==> config.mk <==
export PLATFORM = sky130hd
export DESIGN_NAME = indexed_sequence_store_flat
export DESIGN_NICKNAME = d
export VERILOG_FILES = /design/src/isq_pkg.sv /design/src/isq_stream_if.sv /design/src/isq_cell.sv /design/src/indexed_sequence_store.sv /design/src/flat_wrapper.sv
export SDC_FILE = /design/constraint.sdc
export NUM_CORES = 1
export LEC_CHECK = 0
export ABC_CLOCK_PERIOD_IN_PS = 2000
export BUFFER_PORTS_ARGS = -buffer_cell sky130_fd_sc_hd__buf_2
export CAP_MARGIN = 40
export CORE_AREA = 2 2 39 41
export CTS_CLUSTER_DIAMETER = 150
export DETAILED_ROUTE_END_ITERATION = 8
export DIE_AREA = 0 0 41 43
export PLACE_DENSITY = 0.55
export SLEW_MARGIN = 20
export SYNTH_ARGS = -nofsm -noshare
export SYNTH_HDL_FRONTEND = slang
export SYNTH_SLANG_ARGS = --single-unit
==> constraint.sdc <==
create_clock -name clk -period 2 [get_ports clk]
set_input_delay 0.2 -clock clk [delete_from_list [all_inputs] [get_ports clk]]
set_output_delay 0.2 -clock clk [all_outputs]
set_load 0.05 [all_outputs]
==> src/isq_pkg.sv <==
// ----------------------------------------------------------------------------
// isq_pkg
// shared types and constants for the indexed sequence store
// ----------------------------------------------------------------------------
package isq_pkg;

    // default storage shape
    localparam int DEPTH_DEF  = 16;
    localparam int DATA_W_DEF = 32;

    // fixed field widths of the channels
    localparam int OP_W    = 3;
    localparam int POS_W   = 4;
    localparam int WORD_W  = 32;
    localparam int COUNT_W = 5;

    typedef enum logic [OP_W-1:0] {
        OP_APPEND    = 3'd0,
        OP_POP_HEAD  = 3'd1,
        OP_POP_TAIL  = 3'd2,
        OP_READ      = 3'd3,
        OP_OVERWRITE = 3'd4,
        OP_DELETE    = 3'd5
    } op_t;

    typedef struct packed {
        op_t               op;
        logic [POS_W-1:0]  position;
        logic [WORD_W-1:0] word_in;
    } req_t;

    typedef struct packed {
        logic [WORD_W-1:0]  word_out;
        logic               ok;
        logic [COUNT_W-1:0] count_after;
    } rsp_t;

    // per-cell update control
    typedef struct packed {
        logic load;   // take the request word
        logic shift;  // take the upper neighbor's word
    } cell_ctrl_t;

endpackage

==> src/isq_stream_if.sv <==
// ----------------------------------------------------------------------------
// isq_stream_if
// valid/ready channel carrying one payload item per handshake
// ----------------------------------------------------------------------------
interface isq_stream_if #(
    parameter type payload_t = logic
);

    logic     valid;
    logic     ready;
    payload_t data;

    modport source (output valid, output data, input ready);
    modport sink   (input valid, input data, output ready);

endinterface

==> src/isq_cell.sv <==
// ----------------------------------------------------------------------------
// isq_cell
// one storage cell of the row: loads a new word or takes its upper neighbor's
// ----------------------------------------------------------------------------
module isq_cell #(
    parameter int DATA_W = isq_pkg::DATA_W_DEF
) (
    input  logic                 clk,
    input  isq_pkg::cell_ctrl_t  ctrl,
    input  logic [DATA_W-1:0]    word_in,
    input  logic [DATA_W-1:0]    upper_data,
    output logic [DATA_W-1:0]    data
);
    import isq_pkg::*;

    logic [DATA_W-1:0] data_reg;
    logic [DATA_W-1:0] data_next;

    always_comb
    begin
        data_next = data_reg;
        if (ctrl.load)
        begin
            data_next = word_in;
        end
        else if (ctrl.shift)
        begin
            data_next = upper_data;
        end
    end

    always_ff @(posedge clk)
    begin
        data_reg <= data_next;
    end

    assign data = data_reg;

endmodule

==> src/indexed_sequence_store.sv <==
// ----------------------------------------------------------------------------
// indexed_sequence_store
// ordered store of up to DEPTH words with append, pop head/tail, indexed
// read, overwrite and delete
// ----------------------------------------------------------------------------
// The store holds an ordered sequence of words in a row of DEPTH cells, cell 0
// being the head. Each request on req gives exactly one item on rsp: the word
// read or popped (zero otherwise), an ok flag and the entry count after the
// request. Failures (pop when empty, append when full, position at or beyond
// the count, unused op codes) change nothing and return ok low. Removing an
// entry shifts every later cell down by one in the same cycle, so the cell
// row is updated and the result registered at the edge that accepts the
// request; a new request can be accepted each cycle the skid entry is free. A
// two-item output buffer lets the block take a request while an earlier
// result still waits on rsp. Words are stored at DATA_W bits: wider input
// bits are dropped and narrower stored words are zero-extended on output.
// Cells that were never written hold no defined value but are never read.
// ----------------------------------------------------------------------------
module indexed_sequence_store #(
    parameter int DEPTH  = isq_pkg::DEPTH_DEF,
    parameter int DATA_W = isq_pkg::DATA_W_DEF
) (
    input  logic         clk,
    input  logic         rst_n,
    isq_stream_if.sink   req,
    isq_stream_if.source rsp
);
    import isq_pkg::*;

    // count holds 0..DEPTH; compares run at the wider of count and position
    localparam int CNT_W = $clog2(DEPTH + 1);
    localparam int CMP_W = (CNT_W > POS_W) ? CNT_W : POS_W;

    // request side
    req_t              req_item;
    logic              req_fire;
    logic [CMP_W-1:0]  pos_ext;
    logic [CMP_W-1:0]  cnt_ext;
    logic              empty;
    logic              full;
    logic              in_range;

    // decoded request
    logic              ok;
    logic              append_ok;
    logic              write_ok;
    logic              remove_ok;
    logic              tail_drop;
    logic              has_word;
    logic [CMP_W-1:0]  rd_idx;
    logic [CMP_W-1:0]  shift_from;

    // fill count
    logic [CNT_W-1:0]  count_reg;
    logic [CNT_W-1:0]  count_next;

    // cell row
    logic [DATA_W-1:0] word_st;
    logic [DATA_W-1:0] cell_data [DEPTH];
    cell_ctrl_t        cell_ctrl [DEPTH];
    logic [DEPTH-1:0]  rd_hit;
    logic [DATA_W-1:0] rd_word;

    // output buffer: head register plus one skid entry
    rsp_t              rsp_new;
    rsp_t              out_reg;
    rsp_t              skid_reg;
    logic              out_valid_reg;
    logic              skid_valid_reg;
    logic              out_fire;

    assign req_item = req.data;
    assign req_fire = req.valid && req.ready;
    assign out_fire = out_valid_reg && rsp.ready;

    // ready as long as the skid entry is free
    assign req.ready = !skid_valid_reg;

    assign pos_ext  = CMP_W'(req_item.position);
    assign cnt_ext  = CMP_W'(count_reg);
    assign empty    = (count_reg == '0);
    assign full     = (count_reg == CNT_W'(DEPTH));
    assign in_range = (pos_ext < cnt_ext);
    assign word_st  = DATA_W'(req_item.word_in);

    // request decode
    always_comb
    begin
        ok         = 1'b0;
        append_ok  = 1'b0;
        write_ok   = 1'b0;
        remove_ok  = 1'b0;
        tail_drop  = 1'b0;
        has_word   = 1'b0;
        rd_idx     = pos_ext;
        shift_from = pos_ext;
        unique case (req_item.op)
            OP_APPEND:
            begin
                ok        = !full;
                append_ok = !full;
            end
            OP_POP_HEAD:
            begin
                ok         = !empty;
                remove_ok  = !empty;
                has_word   = 1'b1;
                rd_idx     = '0;
                shift_from = '0;
            end
            OP_POP_TAIL:
            begin
                ok        = !empty;
                tail_drop = !empty;
                has_word  = 1'b1;
                rd_idx    = cnt_ext - CMP_W'(1);
            end
            OP_READ:
            begin
                ok       = in_range;
                has_word = 1'b1;
            end
            OP_OVERWRITE:
            begin
                ok       = in_range;
                write_ok = in_range;
            end
            OP_DELETE:
            begin
                ok        = in_range;
                remove_ok = in_range;
            end
            default:
            begin
                ok = 1'b0;
            end
        endcase
    end

    // count after this request
    always_comb
    begin
        count_next = count_reg;
        if (append_ok)
        begin
            count_next = count_reg + CNT_W'(1);
        end
        else if (remove_ok || tail_drop)
        begin
            count_next = count_reg - CNT_W'(1);
        end
    end

    always_ff @(posedge clk or negedge rst_n)
    begin
        if (!rst_n)
        begin
            count_reg <= '0;
        end
        else if (req_fire)
        begin
            count_reg <= count_next;
        end
    end

    // cell row: each cell decides load or shift from its own position
    for (genvar i = 0; i < DEPTH; i++)
    begin : g_cell
        localparam logic [CMP_W-1:0] IDX    = CMP_W'(i);
        localparam logic [CMP_W-1:0] IDX_UP = CMP_W'(i + 1);

        assign cell_ctrl[i].load  = req_fire
                                 && ((append_ok && (IDX == cnt_ext))
                                  || (write_ok && (IDX == pos_ext)));
        // close the gap: cells from the removed one up to the last but one
        assign cell_ctrl[i].shift = req_fire && remove_ok
                                 && (IDX >= shift_from) && (IDX_UP < cnt_ext);
        assign rd_hit[i]          = (IDX == rd_idx);

        if (i == DEPTH - 1)
        begin : g_top
            isq_cell #(
                .DATA_W (DATA_W)
            ) u_cell (
                .clk        (clk),
                .ctrl       (cell_ctrl[i]),
                .word_in    (word_st),
                .upper_data (cell_data[i]),
                .data       (cell_data[i])
            );
        end
        else
        begin : g_mid
            isq_cell #(
                .DATA_W (DATA_W)
            ) u_cell (
                .clk        (clk),
                .ctrl       (cell_ctrl[i]),
                .word_in    (word_st),
                .upper_data (cell_data[i + 1]),
                .data       (cell_data[i])
            );
        end
    end

    // read port: one-hot select over the cells
    always_comb
    begin
        rd_word = '0;
        for (int i = 0; i < DEPTH; i++)
        begin
            rd_word = rd_word | (cell_data[i] & {DATA_W{rd_hit[i]}});
        end
    end

    always_comb
    begin
        rsp_new.word_out    = (ok && has_word) ? WORD_W'(rd_word) : '0;
        rsp_new.ok          = ok;
        rsp_new.count_after = COUNT_W'(count_next);
    end

    // output buffer control
    always_ff @(posedge clk or negedge rst_n)
    begin
        if (!rst_n)
        begin
            out_valid_reg  <= 1'b0;
            skid_valid_reg <= 1'b0;
        end
        else
        begin
            if (req_fire)
            begin
                if (out_valid_reg && !out_fire)
                begin
                    skid_valid_reg <= 1'b1;
                end
                else
                begin
                    out_valid_reg <= 1'b1;
                end
            end
            else if (out_fire)
            begin
                if (skid_valid_reg)
                begin
                    skid_valid_reg <= 1'b0;
                end
                else
                begin
                    out_valid_reg <= 1'b0;
                end
            end
        end
    end

    // output buffer payload
    always_ff @(posedge clk)
    begin
        if (req_fire)
        begin
            if (out_valid_reg && !out_fire)
            begin
                skid_reg <= rsp_new;
            end
            else
            begin
                out_reg <= rsp_new;
            end
        end
        else if (out_fire && skid_valid_reg)
        begin
            out_reg <= skid_reg;
        end
    end

    assign rsp.valid = out_valid_reg;
    assign rsp.data  = out_reg;

    // count never passes the row length
    assert property (@(posedge clk) disable iff (!rst_n)
        count_reg <= CNT_W'(DEPTH))
        else $error("entry count beyond depth");

    // skid entry only holds an item behind a waiting head item
    assert property (@(posedge clk) disable iff (!rst_n)
        skid_valid_reg |-> out_valid_reg)
        else $error("skid entry filled while output register empty");

    // a failed request never carries a word
    assert property (@(posedge clk) disable iff (!rst_n)
        (out_valid_reg && !out_reg.ok) |-> (out_reg.word_out == '0))
        else $error("failed result with nonzero word");

    // the count moves only on an accepted request
    assert property (@(posedge clk) disable iff (!rst_n)
        !req_fire |=> (count_reg == $past(count_reg)))
        else $error("entry count changed without a request");

endmodule
==> src/flat_wrapper.sv <==
// flat-port wrapper written by rule: the top's interface ports become plain ports
module indexed_sequence_store_flat import isq_pkg::*;
#(
    parameter int DEPTH  = isq_pkg::DEPTH_DEF,
    parameter int DATA_W = isq_pkg::DATA_W_DEF
)
  (clk, rst_n, req_valid, req_data, req_ready, rsp_valid, rsp_data, rsp_ready);
  isq_stream_if req_i ();
  isq_stream_if rsp_i ();
  input  logic clk;
  input  logic rst_n;
  input wire logic [$bits(req_i.valid)-1:0] req_valid;
  input wire logic [$bits(req_i.data)-1:0] req_data;
  output wire logic [$bits(req_i.ready)-1:0] req_ready;
  output wire logic [$bits(rsp_i.valid)-1:0] rsp_valid;
  output wire logic [$bits(rsp_i.data)-1:0] rsp_data;
  input wire logic [$bits(rsp_i.ready)-1:0] rsp_ready;
  assign req_i.valid = req_valid;
  assign req_i.data = req_data;
  assign req_ready = req_i.ready;
  assign rsp_valid = rsp_i.valid;
  assign rsp_data = rsp_i.data;
  assign rsp_i.ready = rsp_ready;
  indexed_sequence_store #(.DEPTH(DEPTH), .DATA_W(DATA_W)) u_core (.clk(clk), .rst_n(rst_n), .req(req_i), .rsp(rsp_i));
endmodule
* Yosys cells after proc, flatten, opt, wreduce, memory -nomap -nowiden *
Index checks and enable logic that the tools add are counted.
W data, S select, Z words.

storage, ports and cells
  flip-flop bits (word level) = 9
  bits of input ports = 5
  output and inout port bits = 3
  logic and storage cells = 33

operators by class
  add/sub/neg operators = 1
  eq/ne operators = 4
  multiplexer cells = 11
  reductions and logical operators = 12

operators by type and width
  kind                   number
  $mux W1                10
  $reduce_and A2 Y1      3
  $add A5 B1 Y5 const B  1
  $eq A5 B5 Y1 const B   1
  $mux W5                1
  $logic_and A1 B1 Y1    4
  $ne A2 B2 Y1 const B   2
  $reduce_bool A2 Y1     2
  $reduce_and A3 Y1      1
  $logic_not A1 Y1       2
  $ne A2 B1 Y1 const B   1

* Logic depth before layout (Yosys ltp) *
  word-level depth = 5
  mapped depth = 5
  gate-level depth less buffers = 5

* Worst setup path after synthesis *
No wires, ideal clock.

  kind = flip-flop to flip-flop
  from = register u_core.count_reg[0] (netlist: u_core.cnt_ext[0])
  to = register u_core.out_reg (netlist bit u_core.rsp.data), data pin
  library setup time = 0.260 ns
  data arrival time = 1.224 ns
  required time = 1.740 ns
  path slack = 0.516 ns
  stages on the path, launching flop included = 6
  buffers on the path = 0
  clock period less this slack = 1.484 ns
  cells stage by stage = dfrtp_1 -> inv_1 -> ha_1 -> and4bb_1 -> xnor2_1 -> mux2_2

between the ends
  cells in the longest elaborated chain, start to end = 4
  elaborated cells on any way between the ends = 5
  those cells by class = add/sub (1); eq/ne (1); mux (3)

RTL lines
  element                                        line                                                         source
  start: declaration                             indexed_sequence_store.sv:54                                 logic [CNT_W-1:0] count_reg;
  start signal: assignment                       indexed_sequence_store.sv:162                                count_reg <= count_next;
  $add A5 B1 Y5 or $eq A5 B5 Y1 (tied branches)  indexed_sequence_store.sv:146, indexed_sequence_store.sv:82
  $mux W5 *                                      indexed_sequence_store.sv:144                                if (append_ok)
  named net u_core.count_next[0]                 indexed_sequence_store.sv:55                                 logic [CNT_W-1:0] count_next;
  $mux W1 *                                      indexed_sequence_store.sv:263                                if (out_valid_reg && !out_fire)
  $mux W1 *                                      indexed_sequence_store.sv:261                                if (req_fire)
  end signal: assignment                         indexed_sequence_store.sv:269                                out_reg <= rsp_new;
  end signal: assignment                         indexed_sequence_store.sv:274                                out_reg <= skid_reg;
  end: declaration                               indexed_sequence_store.sv:66                                 rsp_t out_reg;

The timed path passes the listed nets; every way through them passes the cells marked *. The select of a mux whose other input is x is not followed.
A chain may end at the register's enable or synchronous reset.

* Worst setup path after layout *
  from = register u_core.count_reg[0] (netlist: u_core.cnt_ext[0])
  to = register u_core.count_reg[1] (netlist: u_core.cnt_ext[1])

between the ends
  cells in the longest elaborated chain, start to end = 2
  elaborated cells on any way between the ends = 3
  those cells by class = add/sub (1); eq/ne (1); mux (1)

RTL lines
  element                                        line
  $add A5 B1 Y5 or $eq A5 B5 Y1 (tied branches)  indexed_sequence_store.sv:146, indexed_sequence_store.sv:82
  $mux W5 *                                      indexed_sequence_store.sv:144

Mark *: on every way between the ends. The rest lies on a longest branch, timed or not.

==> run_results.csv <==
group,metric,value,unit
run_status,outcome,"completed",
setup_path,crit_buf_inv,1,
timing,skew,0.00852,ns
layout,fin_cells,64,
setup_path,critical_path_class,"flop to flop",
clock_tree,clock-root-buffer,"clkbuf_4",
drt,vias,283,
setup_path,cp_max_fo,4,
setup_path,reg2reg_from,"u_core.cnt_ext[0]",
timing,hold_violations,0,
setup_path,max_stage_delay,0.40,ns
global_routing,grt_antenna_before_repair,0,
global_routing,overflow,0,
synth,synth-seq-cells,9,
floorplanning,start_util,30.8,%
setup_path,cp_cell_sequence,"inv_1 > ha_1 > and4bb_1 > nor2_2 > mux2_2",
clock_tree,post_cts_buffers,0,
timing,relSlewSlack,76.0,%
timing,finalCritPeriodShare,78.1,%
floorplanning,placementRows,14,
global_routing,grt_max_degree,8,
layout,drive_gt1_share,27.1,%
synth,syn_area_per_cell,11.5,um^2
placement,dp_slack,0.427,ns
setup_path,critical_path.top_delay_family,"simple AND/OR/NAND/NOR gates",
drt,drt_pass1_iterations,3,
min_path,hp-class,"primary input to flop",
timing,max_freq,0.640,GHz
timing,worstMarginPinSlew,0.359,ns
job,cap_violations,0,
power,ir_drop,750,uV
synth,synth_top_area_cell,"dfrtp_1",
synth,ys_warn_count,0,
timing,rsz0062_at_grt,"no",
layout,nets,56,
timing,fin_crit,1.56,ns
synth,syn-instance-count,37,
placement,place_area,477,um^2
synth,synth_top_area_share,41.1,%
global_routing,grt_pass1_wl,1.01,mm
drt,viasPerCell,4.42,
synth,syn_area,427,um^2
clock_tree,cts_tree,"yes",
drt,antenna_left,0,
global_routing,grt_pass1_vias,248,
setup_path,cp_data_required_time,2.14,ns
placement,hpwlAfterDp,504,um
setup_path,critPathSlowestCell,"dfrtp_1",
clock_tree,cts.sinks,9,
synth,synthTopCellsByArea,"dfrtp_1 41%, edfxtp_1 14%, xnor2_1 8.2%, ha_1 5.9%, mux2_2 5.3%",
synth,seq_area_frac_synth,55.1,%
drt,wl,656,um
clock_tree,cts_max_level,1,
placement,port_buffers,6,
layout,antenna_cells,0,
layout,syn2layout_area_growth,20.2,%
floorplanning,fp.dieH,43,um
layout,final_area,513,um^2
synth,synth_cell_types,17,
setup_path,cp-end-kind,"flop",
drt,drc,0,
setup_path,worstPathArrival,1.70,ns
global_routing,gr-usage-all-layers,9.30,%
min_path,worstHoldStart,"rsp_ready",
placement,gp_congestion,0.657,
layout,largest_reg_flops,5,
timing,setup_ws,0.438,ns
floorplanning,coreArea,0.00138,mm^2
setup_path,critPathLaunch,"u_core.cnt_ext[0]",
placement,placedCellCount,59,
clock_tree,insertion_delay,0.26,ns
timing,maxSlewViolCount,0,
floorplanning,die_area,0.00176,mm^2
drt,drtIter0Drc,2,
setup_path,critPathLaunchType,"flop",
synth,syn_nets,44,
clock_tree,clockBufferDepth,2,
power,pwr_density_cell,1660,mW/mm^2
floorplanning,die_w,41,um
floorplanning,io_pins,8,
clock_tree,numCtsBuffers,3,
timing,final-setup-viol-count,0,
drt,post_drt_wl_per_cell,10.3,um
timing,hold_slack,0.142,ns
clock_tree,clkTransAtPathRegs,0.07,ns
timing,fin_setup_tns,0,ns
power,p_leak,0.238,nW
-- worst register-to-register path, cell delays in order (launching register included) --
cell and delay [ns]:
dfrtp_1 0.40, inv_1 0.09, ha_1 0.19, and4bb_1 0.23, nor2_2 0.19, mux2_2 0.35
-- Yosys cell counts --
cell type  count
dfrtp_1        7
inv_1          5
xnor2_1        4
a21oi_1        3
edfxtp_1       2
ha_1           2
mux2_2         2
nand4_1        2
nor2_1         2
a31o_2         1
and3_1         1
and4bb_1       1
nand2_1        1
nand2b_1       1
nor2_2         1
nor2b_1        1
o21ai_0        1
-- where the power goes --
group	total, mW	switching, mW	internal, mW
clock	0.141	0.0645	0.0768
combinational	0.358	0.218	0.140
sequential	0.355	0.0725	0.283
-- worst paths after layout --
path	endpoint	slack, ns	cells past startpoint
worst max-delay path	u_core.cnt_ext[1]	0.44	5
worst min-delay path	u_core.skid_valid_reg	0.14	2
worst max register to register	u_core.cnt_ext[1]	0.44	5
worst min register to register	u_core.cnt_ext[4]	0.47	1
max in group asynchronous	u_core.cnt_ext[0]	1.54	2
min in group asynchronous	u_core.rsp.valid	0.29	2
-- per-stage QoR --
| step | utilization, % | total power, mW |
|---|---|---|
| floorplan | - | 0.640 |
| global placement | 34.4 | 0.713 |
| detailed placement | 34.4 | 0.719 |
| CTS | 37.1 | 0.866 |
| global route | 37.1 | 0.929 |
| finish | 37.1 | 0.854 |
-- cell usage in the layout (no fill, tap or decap), types with 2 or more instances in the layout --
master	count
ha_1	2
a21oi_1	3
clkbuf_4	3
dfrtp_1	7
inv_1	5
xnor2_1	4
edfxtp_1	2
nand4_1	2
mux2_2	2
buf_2	6
nor2_1	2
-- cells by family after synthesis --
kind of cell | share of synthesized area (%)
xor gates and xnor gates | 8.21
adders and majority gates | 5.86
muxes | 5.28
and+or+nand+nor | 14.4
DFF | 55.1
buffers and inverters | 4.40
AOI/OAI and AO/OA | 6.74
-- area by class of cell --
class	count	area, um^2
inverter	5	18.8
tap	16	20.0
multi-input combinational	23	173
fill	128	871
clock buffer	4	26.3
sequential	9	235
timing repair buffer	7	40.0
-- layer usage --
| layer | track usage [%] | wire length (um) | vias up | share of wire [%] |
|---|---|---|---|---|
| met5 | 0 | 0 | - | 0 |
| met4 | 2.00 | 0 | 0 | 0 |
| met3 | 7.85 | 52 | 0 | 7.9 |
| met2 | 12.2 | 277 | 9 | 42 |
| met1 | 11.5 | 327 | 127 | 50 |
| li1 | - | - | 147 | - |
-- what timing repair did --
action	in CTS	in global routing
hold endpoints to repair	7	0
hold buffers	1	0
setup endpoints to repair	0	0
resized for setup	0	0
(Power assumes the default switching activity.)
